$ cat src/hw/rtl/pbp_pkg.sv
`timescale 1ns / 1ps

package pbp_pkg;

   // Fixed widths of the history and sum fields, the kept magnitude and the threshold.
   localparam int HIST_W   = 16;
   localparam int DOT_W    = 13;
   localparam int MAG_W    = 12;
   localparam int THRESH_W = 12;

   localparam logic [THRESH_W-1:0] THRESH_RESET = 12'd44;
   localparam logic [MAG_W-1:0]    MAG_MAX      = {MAG_W{1'b1}};

   // Defaults for the top-level parameters.
   localparam int HIST_LEN_DEFAULT    = 16;
   localparam int WEIGHT_BITS_DEFAULT = 8;

   typedef enum logic [0:0] {
      FUNC_PREDICT = 1'b0,
      FUNC_TRAIN   = 1'b1
   } func_type;

   // Training command handed to the weight store.
   typedef struct packed {
      logic enable;
      logic actual_taken;
   } train_ctl_type;

endpackage

$ cat src/hw/rtl/pbp_req_if.sv
`timescale 1ns / 1ps

interface pbp_req_if
   import pbp_pkg::*;
();
   logic                valid;
   logic                ready;
   func_type            func;
   logic [HIST_W-1:0]   history;
   logic                predicted_taken;
   logic                actual_taken;

   modport source (
      output valid, func, history, predicted_taken, actual_taken,
      input  ready
   );

   modport sink (
      input  valid, func, history, predicted_taken, actual_taken,
      output ready
   );
endinterface

$ cat src/hw/rtl/pbp_rsp_if.sv
`timescale 1ns / 1ps

interface pbp_rsp_if
   import pbp_pkg::*;
();
   logic                     valid;
   logic                     ready;
   logic                     predict_taken;
   logic signed [DOT_W-1:0]  dot_sum;
   logic                     trained;

   modport source (
      output valid, predict_taken, dot_sum, trained,
      input  ready
   );

   modport sink (
      input  valid, predict_taken, dot_sum, trained,
      output ready
   );
endinterface

$ cat src/hw/rtl/pbp_dot_tree.sv
`timescale 1ns / 1ps

module pbp_dot_tree
   import pbp_pkg::*;
#(
   parameter int HIST_LEN    = HIST_LEN_DEFAULT,
   parameter int WEIGHT_BITS = WEIGHT_BITS_DEFAULT,
   parameter int SUM_W       = WEIGHT_BITS + $clog2(HIST_LEN + 2)
) (
   input  logic [HIST_LEN:0][WEIGHT_BITS-1:0] weights,
   input  logic [HIST_LEN-1:0]                hist_bits,
   output logic signed [SUM_W-1:0]            sum
);

   localparam int NUM_TERMS = HIST_LEN + 1;
   localparam int LEVELS    = $clog2(NUM_TERMS);
   localparam int LEAVES    = 1 << LEVELS;

   // Heap-ordered tree: node 0 is the root, leaves start at LEAVES-1.
   logic signed [SUM_W-1:0] node [0:2*LEAVES-2];

   genvar k;
   generate
      for (k = 0; k < LEAVES; k++) begin : g_leaf
         if (k == 0) begin : g_bias
            assign node[LEAVES-1] = SUM_W'(signed'(weights[0]));
         end else if (k < NUM_TERMS) begin : g_term
            logic signed [SUM_W-1:0] w_ext;
            assign w_ext = SUM_W'(signed'(weights[k]));
            // A taken history bit adds the weight, a not-taken bit subtracts it.
            assign node[LEAVES-1+k] = hist_bits[k-1] ? w_ext : -w_ext;
         end else begin : g_pad
            assign node[LEAVES-1+k] = '0;
         end
      end
      for (k = 0; k < LEAVES - 1; k++) begin : g_add
         assign node[k] = node[2*k+1] + node[2*k+2];
      end
   endgenerate

   assign sum = node[0];

endmodule

$ cat src/hw/rtl/pbp_weights.sv
`timescale 1ns / 1ps

module pbp_weights
   import pbp_pkg::*;
#(
   parameter int HIST_LEN    = HIST_LEN_DEFAULT,
   parameter int WEIGHT_BITS = WEIGHT_BITS_DEFAULT
) (
   input  logic                               clock,
   input  logic                               reset,
   input  train_ctl_type                      train_ctl,
   input  logic [HIST_LEN-1:0]                hist_bits,
   output logic [HIST_LEN:0][WEIGHT_BITS-1:0] weights
);

   localparam logic signed [WEIGHT_BITS-1:0] W_MAX = {1'b0, {(WEIGHT_BITS-1){1'b1}}};
   localparam logic signed [WEIGHT_BITS-1:0] W_MIN = {1'b1, {(WEIGHT_BITS-1){1'b0}}};

   logic [HIST_LEN:0][WEIGHT_BITS-1:0] weights_ff;
   logic [HIST_LEN:0][WEIGHT_BITS-1:0] weights_in;
   logic [HIST_LEN:0]                  step_up;

   // The bias follows the outcome; a history weight steps up when its bit
   // agrees with the outcome and down otherwise.
   assign step_up[0] = train_ctl.actual_taken;

   genvar k;
   generate
      for (k = 1; k <= HIST_LEN; k++) begin : g_dir
         assign step_up[k] = (hist_bits[k-1] == train_ctl.actual_taken);
      end
   endgenerate

   always_comb begin
      logic signed [WEIGHT_BITS-1:0] w;
      weights_in = weights_ff;
      for (int i = 0; i <= HIST_LEN; i++) begin
         w = signed'(weights_ff[i]);
         if (train_ctl.enable) begin
            if (step_up[i]) begin
               weights_in[i] = (w != W_MAX) ? WEIGHT_BITS'(w + 1) : w;
            end else begin
               weights_in[i] = (w != W_MIN) ? WEIGHT_BITS'(w - 1) : w;
            end
         end
      end
   end

   always_ff @(posedge clock) begin
      if (reset) begin
         weights_ff <= '0;
      end else begin
         weights_ff <= weights_in;
      end
   end

   assign weights = weights_ff;

endmodule

$ cat src/hw/rtl/perceptron_branch_predictor.sv
`timescale 1ns / 1ps

// Single-perceptron branch predictor. A predict item carries a global
// history word; the block adds the bias weight and, for each history bit,
// adds or subtracts the matching weight, returns the sum and a taken flag
// (sum not negative), and keeps the sum's magnitude for the next training
// decision. A train item carries the history, the earlier prediction and
// the real outcome; the weights step toward the outcome, saturating at the
// signed weight range, when the prediction was wrong or the kept magnitude
// is below the threshold written through the csr port (reset value 44).
// Every item gives exactly one result item. The block accepts one item per
// clock cycle while the result side is ready. An accepted item is held in
// the input register and then moves into the result register, from which
// its result is offered. The weight adder tree and the training update
// both sit between the input register and the result register, so an item
// always sees the weights left by the item before it. The user must write
// the threshold only while no item is in flight; the block itself does not
// enforce this.

module perceptron_branch_predictor
   import pbp_pkg::*;
#(
   parameter int HIST_LEN    = HIST_LEN_DEFAULT,
   parameter int WEIGHT_BITS = WEIGHT_BITS_DEFAULT
) (
   input  logic                clock,
   input  logic                reset,
   pbp_req_if.sink             req_chan,
   pbp_rsp_if.source           rsp_chan,
   input  logic                csr_wr_en,
   input  logic [THRESH_W-1:0] csr_wr_data
);

   // Wide enough that the sum of all weights at their extremes, and its
   // magnitude, never wrap.
   localparam int SUM_W  = WEIGHT_BITS + $clog2(HIST_LEN + 2);
   localparam int DEXT_W = (SUM_W > DOT_W) ? SUM_W : DOT_W;
   localparam int MEXT_W = (SUM_W > MAG_W) ? SUM_W : MAG_W;

   // Input register stage.
   logic                s1_valid_ff, s1_valid_in;
   func_type            s1_func_ff;
   logic [HIST_W-1:0]   s1_history_ff;
   logic                s1_pred_ff;
   logic                s1_act_ff;

   // Result register stage.
   logic                rsp_valid_ff, rsp_valid_in;
   logic                rsp_taken_ff;
   logic [DOT_W-1:0]    rsp_dot_ff;
   logic                rsp_trained_ff;

   // Architectural state.
   logic [THRESH_W-1:0] threshold_ff, threshold_in;
   logic [MAG_W-1:0]    last_mag_ff, last_mag_in;

   logic                req_take;
   logic                advance;
   logic [HIST_LEN-1:0] hist_bits;
   logic [HIST_LEN:0][WEIGHT_BITS-1:0] weights;
   logic signed [SUM_W-1:0]  sum;
   logic signed [DEXT_W-1:0] sum_ext;
   logic [SUM_W-1:0]         sum_abs;
   logic [MEXT_W-1:0]        mag_ext;
   logic [MAG_W-1:0]         mag_sat;
   logic                     do_train;
   train_ctl_type            train_ctl;

   // The item in the input register moves on whenever the result register
   // is empty or is being emptied in this cycle; the input register takes a
   // new item whenever it is empty or its item moves on.
   assign advance          = s1_valid_ff && (!rsp_valid_ff || rsp_chan.ready);
   assign req_chan.ready   = !s1_valid_ff || advance;
   assign req_take         = req_chan.valid && req_chan.ready;

   // History bits beyond the 16-bit field read as not taken.
   genvar k;
   generate
      for (k = 0; k < HIST_LEN; k++) begin : g_hist
         if (k < HIST_W) begin : g_in
            assign hist_bits[k] = s1_history_ff[k];
         end else begin : g_zero
            assign hist_bits[k] = 1'b0;
         end
      end
   endgenerate

   pbp_dot_tree #(
      .HIST_LEN    (HIST_LEN),
      .WEIGHT_BITS (WEIGHT_BITS),
      .SUM_W       (SUM_W)
   ) u_dot_tree (
      .weights   (weights),
      .hist_bits (hist_bits),
      .sum       (sum)
   );

   // The reported sum is the low bits of the full sum; the kept magnitude
   // saturates at its all-ones value.
   assign sum_ext = DEXT_W'(sum);
   assign sum_abs = sum[SUM_W-1] ? SUM_W'(-sum) : SUM_W'(sum);
   assign mag_ext = MEXT_W'(sum_abs);
   assign mag_sat = (mag_ext > MEXT_W'(MAG_MAX)) ? MAG_MAX : mag_ext[MAG_W-1:0];

   // A wrong prediction always trains; otherwise training happens only
   // while the last prediction was not confident enough.
   assign do_train = (s1_pred_ff != s1_act_ff) || (last_mag_ff < threshold_ff);

   assign train_ctl.enable       = advance && (s1_func_ff == FUNC_TRAIN) && do_train;
   assign train_ctl.actual_taken = s1_act_ff;

   pbp_weights #(
      .HIST_LEN    (HIST_LEN),
      .WEIGHT_BITS (WEIGHT_BITS)
   ) u_weights (
      .clock     (clock),
      .reset     (reset),
      .train_ctl (train_ctl),
      .hist_bits (hist_bits),
      .weights   (weights)
   );

   always_comb begin
      s1_valid_in = s1_valid_ff;
      if (req_take) begin
         s1_valid_in = 1'b1;
      end else if (advance) begin
         s1_valid_in = 1'b0;
      end

      rsp_valid_in = rsp_valid_ff;
      if (advance) begin
         rsp_valid_in = 1'b1;
      end else if (rsp_chan.ready) begin
         rsp_valid_in = 1'b0;
      end

      threshold_in = csr_wr_en ? csr_wr_data : threshold_ff;

      last_mag_in = last_mag_ff;
      if (advance && (s1_func_ff == FUNC_PREDICT)) begin
         last_mag_in = mag_sat;
      end
   end

   always_ff @(posedge clock) begin
      if (reset) begin
         s1_valid_ff  <= 1'b0;
         rsp_valid_ff <= 1'b0;
         threshold_ff <= THRESH_RESET;
         last_mag_ff  <= '0;
      end else begin
         s1_valid_ff  <= s1_valid_in;
         rsp_valid_ff <= rsp_valid_in;
         threshold_ff <= threshold_in;
         last_mag_ff  <= last_mag_in;
      end
   end

   // Payload registers carry no reset.
   always_ff @(posedge clock) begin
      if (req_take) begin
         s1_func_ff    <= req_chan.func;
         s1_history_ff <= req_chan.history;
         s1_pred_ff    <= req_chan.predicted_taken;
         s1_act_ff     <= req_chan.actual_taken;
      end
      if (advance) begin
         case (s1_func_ff)
            FUNC_PREDICT: begin
               rsp_taken_ff   <= !sum[SUM_W-1];
               rsp_dot_ff     <= sum_ext[DOT_W-1:0];
               rsp_trained_ff <= 1'b0;
            end
            FUNC_TRAIN: begin
               rsp_taken_ff   <= 1'b0;
               rsp_dot_ff     <= '0;
               rsp_trained_ff <= do_train;
            end
            default: begin
               rsp_taken_ff   <= 1'b0;
               rsp_dot_ff     <= '0;
               rsp_trained_ff <= 1'b0;
            end
         endcase
      end
   end

   assign rsp_chan.valid         = rsp_valid_ff;
   assign rsp_chan.predict_taken = rsp_taken_ff;
   assign rsp_chan.dot_sum       = signed'(rsp_dot_ff);
   assign rsp_chan.trained       = rsp_trained_ff;

   // An item held in the input register is never dropped while it waits.
   a_s1_hold: assert property (
      @(posedge clock) disable iff (reset)
      (s1_valid_ff && !advance) |=> s1_valid_ff
   ) else $error("input register lost a waiting item");

   // A training result never carries prediction fields.
   a_train_fields: assert property (
      @(posedge clock) disable iff (reset)
      (rsp_valid_ff && rsp_trained_ff) |-> (!rsp_taken_ff && (rsp_dot_ff == '0))
   ) else $error("training result carries a nonzero sum or taken flag");

   // Weights change only when a train item that trains moves on.
   a_weights_stable: assert property (
      @(posedge clock) disable iff (reset)
      !train_ctl.enable |=> $stable(weights)
   ) else $error("weights changed without a training item");

   // The kept magnitude changes only when a predict item moves on.
   a_mag_stable: assert property (
      @(posedge clock) disable iff (reset)
      !(advance && (s1_func_ff == FUNC_PREDICT)) |=> $stable(last_mag_ff)
   ) else $error("kept magnitude changed without a predict item");

endmodule
$ cat src/flat_wrapper.sv
// flat-port wrapper written by rule: the top's interface ports become plain ports
module perceptron_branch_predictor_flat import pbp_pkg::*;
#(
   parameter int HIST_LEN    = HIST_LEN_DEFAULT,
   parameter int WEIGHT_BITS = WEIGHT_BITS_DEFAULT
)
  (clock, reset, csr_wr_en, csr_wr_data, req_chan_valid, req_chan_func, req_chan_history, req_chan_predicted_taken, req_chan_actual_taken, req_chan_ready, rsp_chan_valid, rsp_chan_predict_taken, rsp_chan_dot_sum, rsp_chan_trained, rsp_chan_ready);
  pbp_req_if req_chan_i ();
  pbp_rsp_if rsp_chan_i ();
  input  logic clock;
  input  logic reset;
  input  logic csr_wr_en;
  input  logic [THRESH_W-1:0] csr_wr_data;
  input wire logic [$bits(req_chan_i.valid)-1:0] req_chan_valid;
  input wire logic [$bits(req_chan_i.func)-1:0] req_chan_func;
  input wire logic [$bits(req_chan_i.history)-1:0] req_chan_history;
  input wire logic [$bits(req_chan_i.predicted_taken)-1:0] req_chan_predicted_taken;
  input wire logic [$bits(req_chan_i.actual_taken)-1:0] req_chan_actual_taken;
  output wire logic [$bits(req_chan_i.ready)-1:0] req_chan_ready;
  output wire logic [$bits(rsp_chan_i.valid)-1:0] rsp_chan_valid;
  output wire logic [$bits(rsp_chan_i.predict_taken)-1:0] rsp_chan_predict_taken;
  output wire logic [$bits(rsp_chan_i.dot_sum)-1:0] rsp_chan_dot_sum;
  output wire logic [$bits(rsp_chan_i.trained)-1:0] rsp_chan_trained;
  input wire logic [$bits(rsp_chan_i.ready)-1:0] rsp_chan_ready;
  assign req_chan_i.valid = req_chan_valid;
  assign req_chan_i.func = req_chan_func;
  assign req_chan_i.history = req_chan_history;
  assign req_chan_i.predicted_taken = req_chan_predicted_taken;
  assign req_chan_i.actual_taken = req_chan_actual_taken;
  assign req_chan_ready = req_chan_i.ready;
  assign rsp_chan_valid = rsp_chan_i.valid;
  assign rsp_chan_predict_taken = rsp_chan_i.predict_taken;
  assign rsp_chan_dot_sum = rsp_chan_i.dot_sum;
  assign rsp_chan_trained = rsp_chan_i.trained;
  assign rsp_chan_i.ready = rsp_chan_ready;
  perceptron_branch_predictor #(.HIST_LEN(HIST_LEN), .WEIGHT_BITS(WEIGHT_BITS)) u_core (.clock(clock), .reset(reset), .req_chan(req_chan_i), .rsp_chan(rsp_chan_i), .csr_wr_en(csr_wr_en), .csr_wr_data(csr_wr_data));
endmodule
$ cat config.mk
export PLATFORM = sky130hd
export DESIGN_NAME = perceptron_branch_predictor_flat
export DESIGN_NICKNAME = d
export VERILOG_FILES = /design/src/hw/rtl/pbp_pkg.sv /design/src/hw/rtl/pbp_req_if.sv /design/src/hw/rtl/pbp_rsp_if.sv /design/src/hw/rtl/pbp_dot_tree.sv /design/src/hw/rtl/pbp_weights.sv /design/src/hw/rtl/perceptron_branch_predictor.sv /design/src/flat_wrapper.sv
export SDC_FILE = /design/constraint.sdc
export NUM_CORES = 1
export LEC_CHECK = 0
export BUFFER_PORTS_ARGS = -buffer_cell sky130_fd_sc_hd__buf_2
export CAP_MARGIN = 30
export CORE_MARGIN = 2
export CORE_UTILIZATION = 45
export DETAILED_ROUTE_END_ITERATION = 10
export HOLD_SLACK_MARGIN = 0.03
export SLEW_MARGIN = 10
export SYNTH_ARGS = -nofsm -noshare
export SYNTH_HDL_FRONTEND = slang
export SYNTH_SLANG_ARGS = --single-unit
$ cat constraint.sdc
create_clock -name clock -period 8 [get_ports clock]
set_input_delay 0.8 -clock clock [delete_from_list [all_inputs] [get_ports clock]]
set_output_delay 0.8 -clock clock [all_outputs]
set_load 0.01 [all_outputs]
==> impl_metrics.ini, run 1 <==
[setup_path]
r2r-start = u_core.u_weights.weights[96]
required_ns = 8.40
worstRegToRegCells = 23
critPathKind = reg2reg
cp-end-kind = flip-flop
r2r_end = u_core.last_mag_ff[4]
worstSetupStartpointType = flip-flop
worst_ep_arrival_time_ns = 7.94
path_max_fanout = 8
ff2ff_setup_slack_ns = 0.46

[floorplan]
die_x_um = 216
ioPinCount = 53
core_area_um2 = 44200
dieArea_um2 = 46500
fp.dieH_um = 216
start_util_pct = 45.6
num_rows = 77

[clock_tree]
clk_transition_reported_paths_ns = 0.08
cts_tree = built
cts_sinks = 196
hold_buffers = 0
htreeDepth = 4
ctsRootBufferMaster = clkbuf_16
clock_path_buffers = 2
postCtsSetupBuffers = 0
cts_buffers = 17
clock_latency_ns = 0.50
cts_resized = 0

[synthesis]
yosys.area.top_type_share_pct = 18.4
synth_area_um2 = 20100
async_flop_share_pct = 0
yosysMostFrequentCell = a21oi_1
synth_commonest_cells = a21oi_1 (297), inv_1 (275), fa_1 (185), ha_1 (165), dfxtp_1 (162)
yosysTopAreaCell = fa_1
synth_edf_count = 34
ys_seq_area_share_pct = 21.2
synth-seq-cells = 196
syn-num-nets = 2683
synth_area_leaders = fa_1 (18%), dfxtp_1 (16%), ha_1 (10%), a21oi_1 (7.4%), xnor2_1 (5.9%)
synthCells = 2297
syn_avg_cell_area_um2 = 8.77
synth_flop_cell = dfxtp_1
ys_types = 68
yosys_warnings = 0

[grt]
overflow = 0
antenna_found_initial = 0
grt.total_usage_pct = 23.7
grt_max_degree = 69
grt_pass1_vias = 16600
grt_pass1_wl_um = 87300

[timing]
min_period_over_period_pct = 94.2
worstMarginPinSlew_ns = 0.928
slew_viol_final = 0
finalHoldViolCount = 0
fmax_mhz = 133
slew_headroom_pct = 37.9
period_needed_ns = 7.54
hold_ws_ns = 0.459
setup_viol = 0
finalClockSkew_ns = 0.0161
finalSetupTns_ns = 0

[routing]
drtIter0Drc = 1045
dr.pass1.iters = 5
via_count = 16300
ant_nets = 0
wl_per_cell_um = 18.1
wl_um = 52800
vias_per_cell = 5.59
drc = 0

[placed_design]
io_buffers = 52
gp_congestion = 0.904
dpl-instance-area_um2 = 21100
hpwl_um = 40300

[cells_and_area]
drive_gt1_share_pct = 7.46
area_delta_synth_final_pct = 7.71
fin_nets = 2693
fillers = 4150
final_area_um2 = 21700
n_antenna_cell = 0

[run]
max_cap_violations = 0

[hold_path]
hold_start = u_core.last_mag_ff[9]
min_path_type = reg2reg
min_to = u_core.last_mag_ff[9]
hold_depth = 2

[outcome]
status = complete, no violations
## layout by cell type, fill, tap and decap left out, types with 6 or more instances in the layout
cell type,Yosys,final
a21o_1,27,27
a21oi_1,297,297
a311oi_1,21,21
a31o_2,7,7
a31oi_1,16,16
a41oi_1,7,7
and2_1,12,11
buf_2,2,51
buf_4,0,33
clkbuf_16,0,17
dfxtp_1,162,150
dfxtp_2,0,12
edfxtp_1,34,34
fa_1,185,185
ha_1,165,165
inv_1,275,275
inv_6,0,7
mux2_2,15,15
mux2i_1,20,20
nand2_1,35,35
nand3_1,116,116
nand4_1,15,15
nor2_1,159,159
nor2b_1,16,16
nor3_1,37,37
nor4_1,23,23
nor4b_1,8,6
o21ai_0,120,120
o21bai_1,54,54
o31ai_1,17,17
or2_2,6,6
or3_1,7,7
or4_1,18,18
xnor2_1,136,136
xor2_1,125,125
## critical path: stages, from the launching register on
cell and delay [ns]:
dfxtp_1 0.52, inv_1 0.11, ha_1 0.26, nor2_1 0.14
xor2_1 0.19, fa_1 0.48, fa_1 0.50, fa_1 0.54
fa_1 0.57, inv_1 0.06, fa_1 0.50, fa_1 0.55
inv_1 0.04, ha_1 0.22, fa_1 0.54, or4_1 0.64
nor4b_4 0.30, nand3_1 0.23, o31ai_2 0.29, buf_4 0.19
nor2_2 0.07, o311ai_0 0.10, o21ai_0 0.14, nor3_1 0.25
## metal layers
layer | track usage, % | vias to the layer above | part of all wire (%)
li1 | - | 7929 | -
met1 | 31.6 | 7926 | 46
met2 | 37.9 | 340 | 46
met3 | 4.21 | 84 | 4.7
met4 | 9.70 | 0 | 3.1
met5 | 0 | - | 0
## how the worst max path moves through the flow
stage	startpoint	end	slack (ns)	cells after the start
after global placement	u_core.u_weights.weights[65]	u_core.last_mag_ff[7]	0.41	25
after floorplan	u_core.u_weights.weights[128]	u_core.last_mag_ff[7]	0.81	22
after detailed placement	u_core.u_weights.weights[65]	u_core.last_mag_ff[4]	0.27	25
final	u_core.u_weights.weights[96]	u_core.last_mag_ff[4]	0.46	23
after global routing	u_core.u_weights.weights[96]	u_core.last_mag_ff[4]	-0.02	24
after CTS	u_core.u_weights.weights[65]	u_core.last_mag_ff[4]	0.23	25
## flip-flops by register name (all words and copies together) (netlist names)
register                       cells
u_core.s1_valid_ff                 1
u_core.hist_bits                  16
u_core.threshold_ff               12
u_core.rsp_chan.dot_sum           13
u_core.rsp_chan.predict_taken      1
u_core.u_weights.weights         136
u_core.s1_pred_ff                  1
u_core.last_mag_ff                12
u_core.s1_func_ff                  1
u_core.rsp_chan.valid              1
u_core.rsp_chan.trained            1
u_core.s1_act_ff                   1
## final cells by class
type | instances | area (um^2) | share of cell area (%)
Tap cell | 592 | 741 | 3.41
Clock inverter | 15 | 141 | 0.651
Timing Repair Buffer | 87 | 566 | 2.61
Inverter | 275 | 1030 | 4.76
Multi-Input combinational cell | 1730 | 14500 | 66.9
Clock buffer | 17 | 425 | 1.96
Sequential cell | 196 | 4280 | 19.7
## per-stage QoR
| step | worst slack, ns | utilization, % | instances |
|---|---|---|---|
| 2_1_floorplan | 0.812 | - | 2297 |
| 3_3_place_gp | 0.406 | 47.6 | 2876 |
| 3_5_place_dp | 0.272 | 47.7 | 2878 |
| 4_1_cts | 0.230 | 48.9 | 2910 |
| 5_1_grt | -0.0202 | 49.1 | 2912 |
| 6_report | 0.464 | 49.1 | 2912 |
## cell families after synthesis
logic type / after synthesis / synth area share [%]
fa+ha+maj: 350 / 28.6
flops: 196 / 21.2
xor+xnor: 264 / 11.7
mux: 35 / 1.83
buf+inv: 371 / 6.97
simple gates: 474 / 11.8
compound gates: 607 / 18.0
Power of run 1 is left out: the tool's default activity adds up to more than one toggle a clock period on the data nets, which glitch-free logic cannot reach.
==> inputs of run 2 (changes only) <==
==> constraint.sdc (replaced) <==
create_clock -name clock -period 8.7 [get_ports clock]
set_input_delay 0.87 -clock clock [delete_from_list [all_inputs] [get_ports clock]]
set_output_delay 0.87 -clock clock [all_outputs]
set_load 0.01 [all_outputs]
==> run 2 against run 1 <==
Core utilization fell by 0.31 points; first-iteration DRC count down 12%; final cell count decreased by 0.45%; die area unchanged; non-clock buffer count fell by 13; via count fell by 0.80%; sequential share of layout area increased by 0.056 points; worst setup slack better by 0.16 ns; register-to-register slack improved by 0.16 ns; cell area is 0.63% lower; clock skew down 0.0037 ns; worst hold slack got worse by 0.0021 ns; largest cell class unchanged; highest routed layer unchanged.
==> impl_metrics.ini, run 2 (synthesized netlist as in run 1, its figures left out) <==
[outcome]
status = complete, no violations

[timing]
fmax_mhz = 124
rsz0062_at_grt = no
min_period_over_period_pct = 92.8
finalHoldViolCount = 0
period_needed_ns = 8.07
worstMarginPinSlew_ns = 0.971
slew_headroom_pct = 34.3
setup_viol = 0
finalSetupTns_ns = 0
slew_viol_final = 0
finalClockSkew_ns = 0.0125

[hold_path]
hold_start = u_core.last_mag_ff[9]
min_path_type = reg2reg
hold_depth = 2

[floorplan]
ioPinCount = 53
die_x_um = 216
core_area_um2 = 44200
start_util_pct = 45.6
dieArea_um2 = 46500
num_rows = 77
fp.dieH_um = 216

[setup_path]
worstSetupStartpointType = flip-flop
timing.critical_path.from = u_core.u_weights.weights[64]
ff2ff_setup_slack_ns = 0.63
path_max_fanout = 8
r2r-start = u_core.u_weights.weights[64]
critPathKind = reg2reg
worst_ep_arrival_time_ns = 8.48
cp-end-kind = flip-flop
r2r_end = u_core.last_mag_ff[7]
worstRegToRegCells = 24
required_ns = 9.10
cp-endpoint = u_core.last_mag_ff[7]

[placed_design]
io_buffers = 52
hpwl_um = 40000
gp_congestion = 0.897

[routing]
dr.pass1.iters = 5
wl_um = 52300
highest_layer = met4
wl_met2_um = 24600
vias_per_cell = 5.57
drc = 0
dr_wl_met3_um = 2370
drtIter0Drc = 923
via_count = 16100
wl_per_cell_um = 18.0
wl_met1_um = 24000
ant_nets = 0

[clock_tree]
ctsRootBufferMaster = clkbuf_16
clock_latency_ns = 0.51
clk_transition_reported_paths_ns = 0.08
hold_buffers = 0
cts_sinks = 196
postCtsSetupBuffers = 0
cts_buffers = 17
htreeDepth = 4
cts_tree = built
clock_path_buffers = 2
cts_resized = 0

[cells_and_area]
largest_register_ffs = 136
fin_nets = 2680
layout_commonest_cell = a21oi_1
layout_common_cells = a21oi_1 (297), inv_1 (275), fa_1 (185), ha_1 (165), dfxtp_1 (162)
fillers = 4200
area_delta_synth_final_pct = 7.02
n_antenna_cell = 0
drive_gt1_share_pct = 6.24

[grt]
overflow = 0
grt_max_degree = 82
grt_pass1_wl_um = 86000
antenna_found_initial = 0
grt_pass1_vias = 16100
grt.total_usage_pct = 23.3

[run]
max_cap_violations = 0
## run 2: worst min path at each step
stage / endpoint / slack, ns
floorplan: u_core.last_mag_ff[9] / 0.43
global placement: u_core.last_mag_ff[9] / 0.45
detailed placement: u_core.last_mag_ff[9] / 0.44
CTS: u_core.last_mag_ff[9] / 0.46
global route: u_core.hist_bits[4] / 0.52
finish: u_core.last_mag_ff[9] / 0.46
## run 2: metrics by stage
step	instance area [um^2]	hold slack (ns)	utilization [%]	instances	setup WS (ns)
2_1_floorplan	20100	0.427	-	2297	1.51
3_3_place_gp	20900	0.447	47.3	2861	0.925
3_5_place_dp	20900	0.444	47.3	2862	0.714
4_1_cts	21500	0.456	48.7	2894	0.702
5_1_grt	21600	0.518	48.8	2899	0.204
6_report	21600	0.457	48.8	2899	0.626
## run 2: area by class of cell
| cell class | instances | area (um^2) | area share, % |
|---|---|---|---|
| inverter | 275 | 1030 | 4.79 |
| sequential | 196 | 4260 | 19.8 |
| clock inverter | 11 | 108 | 0.499 |
| timing repair buffer | 74 | 440 | 2.04 |
| multi-input combinational | 1730 | 14500 | 67.2 |
| tap | 592 | 741 | 3.43 |
| clock buffer | 21 | 483 | 2.24 |
## run 2: layer usage
layer	vias to the layer above	track usage [%]
li1	7904	-
met1	7885	31.4
met2	300	37.8
met3	60	4.05
met4	0	8.32
met5	-	0
## run 2: critical path, stage by stage, from the launching register on
cell and delay, ns:
dfxtp_1 0.52, inv_1 0.11, ha_1 0.27, nor2_1 0.15
xor2_1 0.11, fa_1 0.57, inv_1 0.06, fa_1 0.53
fa_1 0.52, inv_1 0.05, fa_1 0.47, inv_1 0.08
fa_1 0.52, fa_1 0.56, inv_1 0.05, ha_1 0.24
fa_1 0.52, or4_1 0.60, nor4b_1 0.51, nand3_1 0.30
o31ai_2 0.62, inv_1 0.15, nand2_1 0.10, nand2_1 0.06
a221oi_1 0.31
Power of run 2 is left out for the same reason.
